### src/rtl/ale_pkg.sv
// Shared constants and helpers for the associated Legendre evaluator.
// No dependencies.
package ale_pkg;

   localparam int unsigned DEG_W   = 3;
   localparam int unsigned X_W     = 32;
   localparam int unsigned VAL_W   = 48;
   localparam int unsigned RAD_W   = 61;   // 1 - x^2 in Q1.60
   localparam int unsigned ROOT_W  = 31;   // sin(theta) in Q1.30
   localparam int unsigned MAG_W   = 51;   // |P| * small integer
   localparam int unsigned NUM_W   = 55;   // divider operand
   localparam int unsigned EXT_W   = 56;   // signed working width

   localparam logic [DEG_W-1:0] MAX_DEGREE = 3'd7;

   localparam logic signed [VAL_W-1:0] ONE_Q28 = 48'sd268435456;
   localparam logic signed [EXT_W-1:0] SAT_HI  = 56'sd140737488355327;
   localparam logic signed [EXT_W-1:0] SAT_LO  = -56'sd140737488355328;

   function automatic logic signed [VAL_W-1:0] sat48(input logic signed [EXT_W-1:0] v);
      logic signed [VAL_W-1:0] r;
      if (v > SAT_HI) begin
         r = SAT_HI[VAL_W-1:0];
      end else if (v < SAT_LO) begin
         r = SAT_LO[VAL_W-1:0];
      end else begin
         r = v[VAL_W-1:0];
      end
      return r;
   endfunction

   function automatic logic [DEG_W-1:0] clamp_deg(input logic [DEG_W-1:0] d);
      return (d > MAX_DEGREE) ? MAX_DEGREE : d;
   endfunction

endpackage

### src/rtl/ale_mul32.sv
// Shared 32x32 unsigned multiplier with registered product.
// Depends on ale_pkg.
module ale_mul32
   import ale_pkg::*;
(
   input  logic              clock,
   input  logic [X_W-1:0]    op_a,
   input  logic [X_W-1:0]    op_b,
   output logic [2*X_W-1:0]  prod_ff
);

   logic [2*X_W-1:0] prod_in;

   assign prod_in = op_a * op_b;

   always_ff @(posedge clock) begin
      prod_ff <= prod_in;
   end

endmodule

### config.mk
export PLATFORM = sky130hd
export DESIGN_NAME = ale_mul32
export DESIGN_NICKNAME = d
export VERILOG_FILES = /design/src/rtl/ale_pkg.sv /design/src/rtl/ale_mul32.sv
export SDC_FILE = /design/constraint.sdc
export NUM_CORES = 2
export LEC_CHECK = 0
export ABC_AREA = 1
export ABC_CLOCK_PERIOD_IN_PS = 12420
export BUFFER_PORTS_ARGS = -buffer_cell sky130_fd_sc_hd__buf_2
export CAP_MARGIN = 15
export CORE_MARGIN = 2
export CORE_UTILIZATION = 60
export CTS_BUF_LIST = sky130_fd_sc_hd__clkbuf_2 sky130_fd_sc_hd__clkbuf_4 sky130_fd_sc_hd__clkbuf_8
export DETAILED_ROUTE_END_ITERATION = 8
export GPL_ROUTABILITY_DRIVEN = 1
export PLACE_DENSITY = 0.79
export SKIP_LAST_GASP = 1
export SLEW_MARGIN = 0
export SYNTH_ARGS = -nofsm -noshare
export SYNTH_HDL_FRONTEND = slang
export SYNTH_SLANG_ARGS = --single-unit
### constraint.sdc
create_clock -name clock -period 12.42 [get_ports clock]
set_clock_uncertainty 0.05 [all_clocks]
set_input_delay 3.105 -clock clock [delete_from_list [all_inputs] [get_ports clock]]
set_output_delay 3.105 -clock clock [all_outputs]
set_load 0.1 [all_outputs]
==> impl_results.md <==
* Clock buffer depth at 2
* Pre-Repair DR Iteration Count at 5
* Starting Density at 0.606
* Setup TNS at 0 ns
* Endpoints failing hold at 0
* Mapped Avg Cell Area at 7.45 um2
* I/O Pins at 129
* CP endpoint kind: flop
* Number of clock sinks at 64
* H-tree Lvls at 3
* Placer Congestion at 0.969
* CTS tree: done
* Row count at 91
* Drt drc at 0
* Largest register FFs at 64
* Chip Width at 254 um
* Final Worst Setup Slack at 2.75 ns
* Port Buffers at 128
* Layout Nets at 6196
* Post-synthesis cell area at 37400 um2
* Post-CTS Hold Buffers at 0
* Clk slew on worst S/H paths at 0.08 ns
* Crit Path Class: input port to flop
* Root Driver: clkbuf_8
* Setup bufs post-CTS at 0
* Post-DRT Antenna Nets at 0
* Max Cap Viol at 0
* Most used DFF post-synth: dfxtp_1
* Library cells used by synthesis at 23
* Initial antenna violation count at 4
* Final setup viols at 0
* Die area at 64300 um2
* Max Fclk at 0.103 GHz
* Ys Warns at 0
* Hold path start: op_b[0]
* Global-route wire length before repair at 158 mm
* Post-Layout Inst Area at 38600 um2
* Largest area contributor in the netlist: fa_1
* Largest net degree at the start of global routing at 33
* Post-synthesis sequential area ratio at 0.0343
* Async S/R FF share, synth at 0
* CP Launch Type: input port
* Largest Register: prod_ff
* Max_slew headroom at 0.407
* RSZ-0062 raised after global routing: no
* WP data required at 12.60 ns
* Synth Instances at 5021
* Top-count cell post-synth: inv_1
* Post-CTS Resized at 0
* Placed Area at 38400 um2
* Regs by FF count: prod_ff (64)
* Layout cells sized above 1 at 0.0416
* Routed Wire Length at 95.5 mm
* Worst stage delay on the critical path at 0.64 ns
* Hold crit path type: input port to flop
* GRT overflow at 0
* Crit share post-route at 0.779
* Core area at 61700 um2
* Vias in the first global route at 31144
* Status: complete, no violations
* Fin crit period at 9.67 ns
* Commonest cells post-synth: inv_1 (1725), nand2_1 (1565), fa_1 (896)
* Via count at 29498
* TritonCTS Buffers at 9
* Hpwl dp at 80.6 mm
* CP arrival at 9.85 ns
* Fin. max-slew vios at 0
* Yosys top cell area share at 0.480
* Number of synthesized register bits at 64
* Slowest stage cell, crit path: buf_2
* Net count after synthesis at 6245
* Wire per inst at 16.4 um
* Pre-CTS setup slack at 2.43 ns
* Max FO, Critical Path at 32
* Gr usage total at 0.314
* Layout area overhead at 3.16%
* CP most frequent cell: fa_1
* Vias per cell at 5.07
* EDFF count, synth at 0
* Hold depth at 4
* Synth top area cells: fa_1 (48%), inv_1 (17%), nand2_1 (16%)
* Slew @ Worst Pin at 0.889 ns
* Worst Hold End: prod_ff[0]
* First DRT Iteration DRCs at 2383
* Die H at 254 um
-- routing by layer --
layer | GRT usage | part of all wire | vias up
met5 | 0 | 0.00024 | -
met2 | 0.544 | 0.50 | 1230
met4 | 0.119 | 0.043 | 4
met3 | 0.0257 | 0.070 | 264
met1 | 0.414 | 0.39 | 14466
li1 | - | - | 13534
-- final cells by class --
type / instances / area, um2
multi-input cells: 3030 / 28900
fillers: 5463 / 23100
inverters: 1735 / 6510
flip-flops and latches: 64 / 1280
well taps: 837 / 1050
repair buffers: 132 / 671
clock buffers: 9 / 124
clock inverters: 7 / 53.8
diodes: 3 / 7.51
-- metrics by stage --
step	hold slack [ns]	util	cells
3_5_place_dp	3.60	0.622	5798
3_3_place_gp	3.59	0.622	5798
5_1_grt	3.24	0.625	5816
6_report	3.24	0.625	5817
2_1_floorplan	3.15	-	5021
4_1_cts	3.22	0.625	5814
-- cell usage in the layout, fill, tap and decap left out, types with 6 or more instances in the layout --
cell / n
inv_2: 10
xor2_1: 33
buf_2: 128
nor2_4: 6
nor2_1: 79
o21bai_1: 10
nor2_2: 15
ha_1: 263
nor3_1: 12
a21oi_1: 44
nand3_1: 59
clkbuf_8: 9
inv_1: 1725
nand3_2: 7
fa_1: 896
nand2_1: 1565
nand4_1: 16
nand2_2: 13
dfxtp_1: 64
-- worst max-delay path: cells and delay by family --
kind	cells	cell delay (ns)
adder cells (fa/ha/maj)	9	4.36
AND/OR/NAND/NOR	9	1.07
buffers and inverters	7	1.05
AO/OA/AOI/OAI	1	0.27
-- cell families (layout without fill, tap and decap cells) --
group | count (synthesis) | in the layout | synth area share
xor gates and xnor gates | 35 | 35 | 0.00820
adders and majority gates | 1159 | 1159 | 0.568
DFF | 64 | 64 | 0.0343
and+or+nand+nor | 1778 | 1778 | 0.188
buffers and inverters | 1927 | 1883 | 0.193
other | 0 | 3 | 0
AOI/OAI and AO/OA | 58 | 58 | 0.00877
-- worst max path at each step --
stage	from	end	slack, ns	cells after the start
floorplan	op_a[25]	prod_ff[62]	3.45	25
detailed placement	op_a[25]	prod_ff[60]	2.43	26
finish	op_a[11]	prod_ff[56]	2.75	26
CTS	op_a[10]	prod_ff[56]	2.81	26
global route	op_a[25]	prod_ff[60]	2.47	26
global placement	op_a[25]	prod_ff[60]	2.51	26
Power is left out: the tool's default activity adds up to more than one toggle a clock period on the data nets, which glitch-free logic cannot reach.
