$ cat src/rtl/ale_pkg.sv
// Shared constants and helpers for the associated Legendre evaluator.
// No dependencies.
package ale_pkg;

   localparam int unsigned DEG_W   = 3;
   localparam int unsigned X_W     = 32;
   localparam int unsigned VAL_W   = 48;
   localparam int unsigned RAD_W   = 61;   // 1 - x^2 in Q1.60
   localparam int unsigned ROOT_W  = 31;   // sin(theta) in Q1.30
   localparam int unsigned MAG_W   = 51;   // |P| * small integer
   localparam int unsigned NUM_W   = 55;   // divider operand
   localparam int unsigned EXT_W   = 56;   // signed working width

   localparam logic [DEG_W-1:0] MAX_DEGREE = 3'd7;

   localparam logic signed [VAL_W-1:0] ONE_Q28 = 48'sd268435456;
   localparam logic signed [EXT_W-1:0] SAT_HI  = 56'sd140737488355327;
   localparam logic signed [EXT_W-1:0] SAT_LO  = -56'sd140737488355328;

   function automatic logic signed [VAL_W-1:0] sat48(input logic signed [EXT_W-1:0] v);
      logic signed [VAL_W-1:0] r;
      if (v > SAT_HI) begin
         r = SAT_HI[VAL_W-1:0];
      end else if (v < SAT_LO) begin
         r = SAT_LO[VAL_W-1:0];
      end else begin
         r = v[VAL_W-1:0];
      end
      return r;
   endfunction

   function automatic logic [DEG_W-1:0] clamp_deg(input logic [DEG_W-1:0] d);
      return (d > MAX_DEGREE) ? MAX_DEGREE : d;
   endfunction

endpackage

$ cat src/rtl/ale_sdiv.sv
// Restoring serial divider by a small divisor, one quotient bit per cycle.
// Depends on ale_pkg.
module ale_sdiv
   import ale_pkg::*;
(
   input  logic             clock,
   input  logic             reset,
   input  logic             start,
   input  logic [NUM_W-1:0] num,
   input  logic [2:0]       den,
   output logic             done_ff,
   output logic [NUM_W-1:0] quo
);

   logic             busy_ff, busy_in, done_in;
   logic [5:0]       cnt_ff, cnt_in;
   logic [NUM_W-1:0] q_ff, q_in;
   logic [2:0]       rem_ff, rem_in, den_ff, den_in;
   logic [3:0]       shifted;

   assign shifted = {rem_ff, q_ff[NUM_W-1]};
   assign quo     = q_ff;

   always_comb begin
      busy_in = busy_ff;
      done_in = 1'b0;
      cnt_in  = cnt_ff;
      q_in    = q_ff;
      rem_in  = rem_ff;
      den_in  = den_ff;
      if (start) begin
         busy_in = 1'b1;
         cnt_in  = 6'(NUM_W - 1);
         q_in    = num;
         rem_in  = '0;
         den_in  = den;
      end else if (busy_ff) begin
         if (shifted >= {1'b0, den_ff}) begin
            rem_in = 3'(shifted - {1'b0, den_ff});
            q_in   = {q_ff[NUM_W-2:0], 1'b1};
         end else begin
            rem_in = shifted[2:0];
            q_in   = {q_ff[NUM_W-2:0], 1'b0};
         end
         cnt_in = cnt_ff - 6'd1;
         if (cnt_ff == 6'd0) begin
            busy_in = 1'b0;
            done_in = 1'b1;
         end
      end
   end

   always_ff @(posedge clock) begin
      if (reset) begin
         busy_ff <= 1'b0;
         done_ff <= 1'b0;
      end else begin
         busy_ff <= busy_in;
         done_ff <= done_in;
      end
      cnt_ff <= cnt_in;
      q_ff   <= q_in;
      rem_ff <= rem_in;
      den_ff <= den_in;
   end

endmodule

$ cat config.mk
export PLATFORM = sky130hd
export DESIGN_NAME = ale_sdiv
export DESIGN_NICKNAME = d
export VERILOG_FILES = /design/src/rtl/ale_pkg.sv /design/src/rtl/ale_sdiv.sv
export SDC_FILE = /design/constraint.sdc
export NUM_CORES = 1
export LEC_CHECK = 0
export ABC_AREA = 1
export BUFFER_PORTS_ARGS = -buffer_cell sky130_fd_sc_hd__buf_2
export CORE_UTILIZATION = 30
export DETAILED_ROUTE_END_ITERATION = 10
export GPL_ROUTABILITY_DRIVEN = 0
export SLEW_MARGIN = 20
export SYNTH_ARGS = -nofsm -noshare
export SYNTH_HDL_FRONTEND = slang
export SYNTH_SLANG_ARGS = --single-unit
$ cat constraint.sdc
create_clock -name clock -period 3.9 [get_ports clock]
set_input_delay 0.39 -clock clock [delete_from_list [all_inputs] [get_ports clock]]
set_output_delay 0.39 -clock clock [all_outputs]
set_load 0.05 [all_outputs]
==> results.json <==
{
  "status": "completed",
  "portBuffers": 116,
  "p_leak_uw": 0.001946,
  "ys_ff_latch": 69,
  "cts_tree": "yes",
  "synthCells": 313,
  "worst_pin_slew_ns": 0.9686,
  "core.rowCount": 36,
  "start_util_pct": 31.08,
  "cts_sinks": 69,
  "grt_setup_unrepaired": "false",
  "critPathKind": "flip-flop to flip-flop",
  "tns_ns": 0,
  "cellPowerDensity_nw_per_um2": 485.7,
  "cts_resized": 0,
  "synthDistinctLibCells": 20,
  "core_area_um2": 9819,
  "wl_per_cell_um": 12.35,
  "syn_area_um2": 3052,
  "period_share_pct": 49.53,
  "critPathRequiredTime_ns": 3.88,
  "die_w_um": 102.9,
  "min_path_type": "primary input to flip-flop",
  "fin_crit_ns": 1.932,
  "peakVddDrop_mv": 0.1609,
  "finalPower_uw": 1881,
  "antenna_found_initial": 0,
  "hold_depth": 1,
  "vias": 2458,
  "worstPathMaxFanout": 36,
  "dieArea_um2": 10580,
  "crit_arrival_ns": 1.91,
  "grt_pass1_vias": 2197,
  "finalClockSkew_ns": 0.01085,
  "dp_hpwl_mm": 4.665,
  "ios": 117,
  "fin_nets": 496,
  "cp-start-kind": "flip-flop",
  "drc": 0,
  "drive_gt1_share_pct": 31.80,
  "ant_nets": 0,
  "maxCapViolCount": 0,
  "yosysSeqAreaShare_pct": 64.29,
  "timing.hold.ws_ns": 0.2215,
  "clockBufferDepth": 2,
  "ff2ff_path_depth": 3,
  "cts_hold_buf": 0,
  "grt_max_degree": 64,
  "grt.overflow.total": 0,
  "post-place-ws_ns": 1.709,
  "mostFrequentLayoutCell": "nand2_1",
  "synth_fp_nets": 380,
  "n_antenna_cell": 0,
  "finalNonFillerCells": 567,
  "viasPerCell": 4.335,
  "dp_cells": 551,
  "cp-end-kind": "flip-flop",
  "layout_common_cells": "nand2_1 (180), buf_2 (116), edfxtp_1 (58)",
  "num-fill-cells": 1054,
  "post_cts_buffers": 0,
  "htreeDepth": 3,
  "syn_to_final_growth_pct": 26.94,
  "initialDrtViolationCount": 144,
  "hold_viol_final": 0,
  "slew_violations": 0,
  "cts_root_buffer": "clkbuf_8",
  "clkTransAtPathRegs_ns": 0.07,
  "grt.total_usage_pct": 13.41,
  "first_pass_iters": 4,
  "avgSynthCellArea_um2": 9.750,
  "seq_area_um2": 1962,
  "synth_warnings": 0,
  "cts_buffers": 9,
  "wl_mm": 7.003,
  "max_freq_ghz": 0.5177,
  "finalSetupViolations": 0,
  "grt_pass1_wl_mm": 10.56,
  "die_y_um": 102.9,
  "slew-limit-headroom_pct": 35.33,
  "clock_latency_ns": 0.34,
  "setup_ws_ns": 1.968,
  "multi_input_area_um2": 932.1
}
==> stage by stage <==
step | cell area, um^2 | utilization, %
after detailed placement | 3712 | 37.81
final | 3874 | 39.45
after global placement | 3712 | 37.81
after CTS | 3874 | 39.45
after floorplan | 3052 | -
after global routing | 3874 | 39.45
==> synthesized netlist by cell type (all sizes together) <==
cell type / count / area share [%]
inv: 15 / 1.8
a22oi: 1 / 0.25
xor2: 2 / 0.57
nor3b: 1 / 0.41
buf: 13 / 3.3
edfxtp: 58 / 57
nand3: 10 / 1.6
a21oi: 3 / 0.49
fa: 1 / 0.66
ha: 5 / 2.1
o21ai: 1 / 0.16
nor2: 6 / 0.90
nand4: 5 / 1.0
o31ai: 1 / 0.25
dfxtp: 11 / 7.2
nand2: 180 / 22
==> path summary, 6_finish.rpt <==
path	slack, ns	from	endpoint
worst max register to register	1.97	busy_ff	quo[3]
worst min register to register	0.46	rem_ff[2]	rem_ff[2]
worst min-delay path	0.22	den[2]	den_ff[2]
worst max-delay path	1.97	busy_ff	quo[3]
==> state kept, by name, indices dropped and copies added (netlist names) <==
| name | cells |
|---|---|
| cnt_ff | 6 |
| quo | 55 |
| den_ff | 3 |
| rem_ff | 3 |
| busy_ff | 1 |
| done_ff | 1 |
==> cell type report <==
type | instances | share of cell area (%)
flip-flops and latches | 69 | 50.65
inverters | 15 | 1.453
clock buffers | 11 | 3.391
clock inverters | 5 | 0.7752
well taps | 133 | 4.296
repair buffers | 118 | 15.37
multi-input cells | 216 | 24.06
==> logic make-up (layout without fill, tap and decap cells) <==
group | Yosys count | in the layout | share of synthesized area [%]
compound gates | 6 | 6 | 1.148
xor+xnor | 2 | 2 | 0.5741
fa+ha+maj | 6 | 6 | 2.706
buf+inv | 28 | 149 | 5.166
flops | 69 | 69 | 64.29
simple gates | 202 | 202 | 26.12
==> routing by layer <==
layer	wire, um	global-route usage [%]
met3	462	3.864
met5	0	0
met1	3289	17.29
met2	3189	21.03
met4	61	5.850
==> power by group <==
group | switching (uW) | leakage (uW) | internal [uW]
Clock | 271 | 0.0000791 | 228
Combinational | 343 | 0.00118 | 109
Sequential | 41.5 | 0.000685 | 889
Total | 655 | 0.00195 | 1230
==> worst max-delay path, stage by stage, from the launching register on <==
cell and delay, ns:
dfxtp_1 0.48, nor2_1 0.19, inv_2 0.37, buf_4 0.50
No activity file was read; power rests on OpenSTA's default activity.
