==> config.mk <==
export PLATFORM = sky130hd
export DESIGN_NAME = ale_isqrt
export DESIGN_NICKNAME = d
export VERILOG_FILES = /design/src/rtl/ale_pkg.sv /design/src/rtl/ale_isqrt.sv
export SDC_FILE = /design/constraint.sdc
export NUM_CORES = 1
export LEC_CHECK = 0
export ABC_AREA = 1
export BUFFER_PORTS_ARGS = -buffer_cell sky130_fd_sc_hd__clkbuf_2
export CORE_UTILIZATION = 25
export CTS_CLUSTER_DIAMETER = 120
export DETAILED_ROUTE_END_ITERATION = 6
export SYNTH_ARGS = -nofsm -noshare
export SYNTH_HDL_FRONTEND = slang
export SYNTH_SLANG_ARGS = --single-unit
==> constraint.sdc <==
create_clock -name clock -period 8.1 [get_ports clock]
set_input_delay 1.215 -clock clock [delete_from_list [all_inputs] [get_ports clock]]
set_output_delay 1.215 -clock clock [all_outputs]
set_load 0.03 [all_outputs]
==> src/rtl/ale_pkg.sv <==
// Shared constants and helpers for the associated Legendre evaluator.
// No dependencies.
package ale_pkg;

   localparam int unsigned DEG_W   = 3;
   localparam int unsigned X_W     = 32;
   localparam int unsigned VAL_W   = 48;
   localparam int unsigned RAD_W   = 61;   // 1 - x^2 in Q1.60
   localparam int unsigned ROOT_W  = 31;   // sin(theta) in Q1.30
   localparam int unsigned MAG_W   = 51;   // |P| * small integer
   localparam int unsigned NUM_W   = 55;   // divider operand
   localparam int unsigned EXT_W   = 56;   // signed working width

   localparam logic [DEG_W-1:0] MAX_DEGREE = 3'd7;

   localparam logic signed [VAL_W-1:0] ONE_Q28 = 48'sd268435456;
   localparam logic signed [EXT_W-1:0] SAT_HI  = 56'sd140737488355327;
   localparam logic signed [EXT_W-1:0] SAT_LO  = -56'sd140737488355328;

   function automatic logic signed [VAL_W-1:0] sat48(input logic signed [EXT_W-1:0] v);
      logic signed [VAL_W-1:0] r;
      if (v > SAT_HI) begin
         r = SAT_HI[VAL_W-1:0];
      end else if (v < SAT_LO) begin
         r = SAT_LO[VAL_W-1:0];
      end else begin
         r = v[VAL_W-1:0];
      end
      return r;
   endfunction

   function automatic logic [DEG_W-1:0] clamp_deg(input logic [DEG_W-1:0] d);
      return (d > MAX_DEGREE) ? MAX_DEGREE : d;
   endfunction

endpackage

==> src/rtl/ale_isqrt.sv <==
// Bit-pair restoring integer square root, one result bit per cycle.
// Depends on ale_pkg.
module ale_isqrt
   import ale_pkg::*;
(
   input  logic              clock,
   input  logic              reset,
   input  logic              start,
   input  logic [RAD_W-1:0]  radicand,
   output logic              done_ff,
   output logic [ROOT_W-1:0] root
);

   logic              busy_ff, busy_in, done_in;
   logic [4:0]        cnt_ff, cnt_in;
   logic [RAD_W-1:0]  v_ff, v_in, res_ff, res_in, bit_ff, bit_in;
   logic [RAD_W:0]    trial;

   assign trial = {1'b0, res_ff} + {1'b0, bit_ff};
   assign root  = res_ff[ROOT_W-1:0];

   always_comb begin
      busy_in = busy_ff;
      done_in = 1'b0;
      cnt_in  = cnt_ff;
      v_in    = v_ff;
      res_in  = res_ff;
      bit_in  = bit_ff;
      if (start) begin
         busy_in = 1'b1;
         cnt_in  = 5'd30;
         v_in    = radicand;
         res_in  = '0;
         bit_in  = RAD_W'(1) << (RAD_W - 1);
      end else if (busy_ff) begin
         if ({1'b0, v_ff} >= trial) begin
            v_in   = v_ff - trial[RAD_W-1:0];
            res_in = (res_ff >> 1) + bit_ff;
         end else begin
            res_in = res_ff >> 1;
         end
         bit_in = bit_ff >> 2;
         cnt_in = cnt_ff - 5'd1;
         if (cnt_ff == 5'd0) begin
            busy_in = 1'b0;
            done_in = 1'b1;
         end
      end
   end

   always_ff @(posedge clock) begin
      if (reset) begin
         busy_ff <= 1'b0;
         done_ff <= 1'b0;
      end else begin
         busy_ff <= busy_in;
         done_ff <= done_in;
      end
      cnt_ff <= cnt_in;
      v_ff   <= v_in;
      res_ff <= res_in;
      bit_ff <= bit_in;
   end

endmodule

==> impl_metrics.toml <==
[status]
status = "complete, no violations"

[worst_setup_path]
startpoint_type = "flip-flop"
arrival_ns = 6.47
slowest_stage = "nand2_2"
cp_max_fo = 62
crit_top_cell = "nand2_1"
crit_required_ns = 8.25
critical-path-max-stage-delay_ns = 0.67
worstSetupEndpointType = "flip-flop"
critPathKind = "reg2reg"

[power_and_ir_drop]
power_leakage_nw = 8.38
ir_worst_vdd_v = 0.000314
power.density_nw_per_um2 = 292

[cells_and_area]
fin_area_um2 = 19500
drive_gt1_share_pct = 6.22
antenna_cells = 0
num-fill-cells = 7950
utilization_pct = 27.8
num-nets-final = 3183
areaGrowthSynthToFinish_pct = 9.60

[logic_synthesis]
yosysWarnings = 0
yosysUniqueCellTypes = 55
synth-xor-area-share_pct = 5.36
synth-seq-cells = 160
synthAdderAreaFrac_pct = 8.89
ys_top_cells_by_count = "766 x nand2_1, 396 x inv_1, 354 x nor2_1"
netlist_instances = 2977
synth_top_family_by_area = "simple AND/OR/NAND/NOR gates"
synth_area_leaders = "nand2_1 16%, dfxtp_1 11%, edfxtp_1 10%, ha_1 8.8%, inv_1 8.3%"
synth-simple-area-share_pct = 36.1
synth_area_per_cell_um2 = 5.99
synth_area_um2 = 17800
synth_compound_area_share_pct = 16.7
synthMuxAreaShare_pct = 0
yosysSeqAreaShare_pct = 21.4
syn_nets = 3167
yosys.area.top_type = "nand2_1"
synth_top_cell_area_share_pct = 16.1
ys_dominant_reg_cell = "dfxtp_1"
synth_most_common_cell = "nand2_1"
async_reset_ff_share_pct = 0
synth_edf_count = 61

[timing]
setup_violations = 0
finalCritPeriodShare_pct = 78.1
max_slew.worst_pin.slew_ns = 1.01
rsz0062_at_grt = "false"
relSlewSlack_pct = 32.5
skew_ns = 0.0145
tns_ns = 0
max_freq_mhz = 158
maxSlewViolCount = 0
layout_min_cycle_time_ns = 6.33
hold_viol_final = 0

[drt]
route.detailed.drc = 0
dr.pass1.iters = 5
postRouteAntennaNets = 0
via_count = 19677
wl_um = 69900
vias_per_cell = 4.99
routedWlPerCell_um = 17.7
drt_iter0_drc = 2064

[grt]
antenna_found_initial = 0
gr-total-overflow = 0
grt_pass1_vias = 18278
grt_usage_pct = 19.4
grt_first_pass_wirelength_um = 107000
grt_max_degree = 84

[clocking]
cts_max_level = 4
post_cts_buffers = 0
cts_hold_buf = 0
cts-resized-gates = 0
cts_sinks = 160
root_buffer = "clkbuf_16"
clock_latency_ns = 0.50
cts_buffer_depth = 2
cts_tree = "done"
cts_buffers = 17
clk_pin_slew_ns = 0.07

[worst_hold_path]
hold_path.class = "reg2reg"

[run]
drv_cap = 0

[placed_design]
portBuffers = 95
postPlaceCellArea_um2 = 19000
dp_hpwl_um = 56600
place_congestion = 0.952

[floorplanning]
rows = 97
initial_core_util_pct = 25.4
die_w_um = 269
fp.dieArea_um2 = 72400
die_h_um = 269
core_um2 = 70300
ios = 96
cells by family (layout without fill, tap and decap cells):
family / after synthesis / after routing
AND/OR/NAND/NOR: 1525 / 1525
AO/OA/AOI/OAI: 551 / 551
buffers and inverters: 506 / 535
flip-flops: 160 / 160
adder cells (fa/ha/maj): 126 / 126
XOR/XNOR: 109 / 109
cell usage in the layout, fill, tap and decap left out, types with 31 or more instances in the layout:
| cell | synthesis | final |
|---|---|---|
| nand3_1 | 263 | 263 |
| inv_1 | 396 | 396 |
| o21ai_0 | 203 | 203 |
| xor2_1 | 70 | 70 |
| dfxtp_1 | 99 | 98 |
| nor2_1 | 354 | 354 |
| nor3_1 | 31 | 31 |
| edfxtp_1 | 61 | 61 |
| nand2_1 | 766 | 765 |
| xnor2_1 | 39 | 39 |
| a21oi_1 | 241 | 241 |
| clkbuf_2 | 0 | 94 |
| ha_1 | 125 | 125 |
layer usage:
layer	wire (um)	vias up	global-route usage (%)
li1	-	9763	-
met1	32400	9138	26.6
met2	30800	702	30.8
met3	5510	74	3.52
met4	1290	0	5.44
met5	0	-	0
worst paths after layout:
path                                 start         to  slack [ns]  depth (start not counted)
worst max-delay path            res_ff[10]   v_ff[39]        1.77                         28
worst min-delay path             cnt_ff[4]  cnt_ff[4]        0.50                          2
worst max register to register  res_ff[10]   v_ff[39]        1.77                         28
worst min register to register   cnt_ff[4]  cnt_ff[4]        0.50                          2
stage by stage:
step	setup slack, ns	instances	power (mW)	hold slack [ns]
2_1_floorplan	2.80	2977	3.82	0.463
5_1_grt	1.36	3946	6.15	0.546
6_report	1.77	3946	5.71	0.496
4_1_cts	1.84	3946	5.66	0.498
3_3_place_gp	2.01	3914	4.82	0.484
3_5_place_dp	1.89	3914	4.83	0.488
area by class of cell:
| type | instances | area (um2) | share of cell area (%) |
|---|---|---|---|
| Tap cell | 940 | 1180 | 6.02 |
| Inverter | 401 | 1510 | 7.71 |
| Clock inverter | 9 | 71.3 | 0.365 |
| Sequential cell | 160 | 3810 | 19.5 |
| Timing Repair Buffer | 102 | 531 | 2.72 |
| Clock buffer | 23 | 489 | 2.50 |
| Multi-Input combinational cell | 2311 | 11900 | 61.2 |
power by group:
group | switching (mW) | internal, mW | total (mW)
registers | 0.245 | 1.09 | 1.34
logic | 2.42 | 1.14 | 3.56
clock network | 0.388 | 0.429 | 0.816
worst max-delay path, delay by kind of cell, from the launching register on:
| family | cells | cell delay, ns |
|---|---|---|
| adders and majority gates | 2 | 0.66 |
| buffers and inverters | 2 | 0.57 |
| and+or+nand+nor | 20 | 3.00 |
| DFF | 1 | 0.58 |
| AOI/OAI and AO/OA | 4 | 1.03 |
state kept, by name, indices dropped and copies added, names as in the netlist:
name     cells
v_ff        61
cnt_ff       5
bit_ff      31
res_ff      61
busy_ff      1
done_ff      1
No activity file was read; power rests on OpenSTA's default activity.
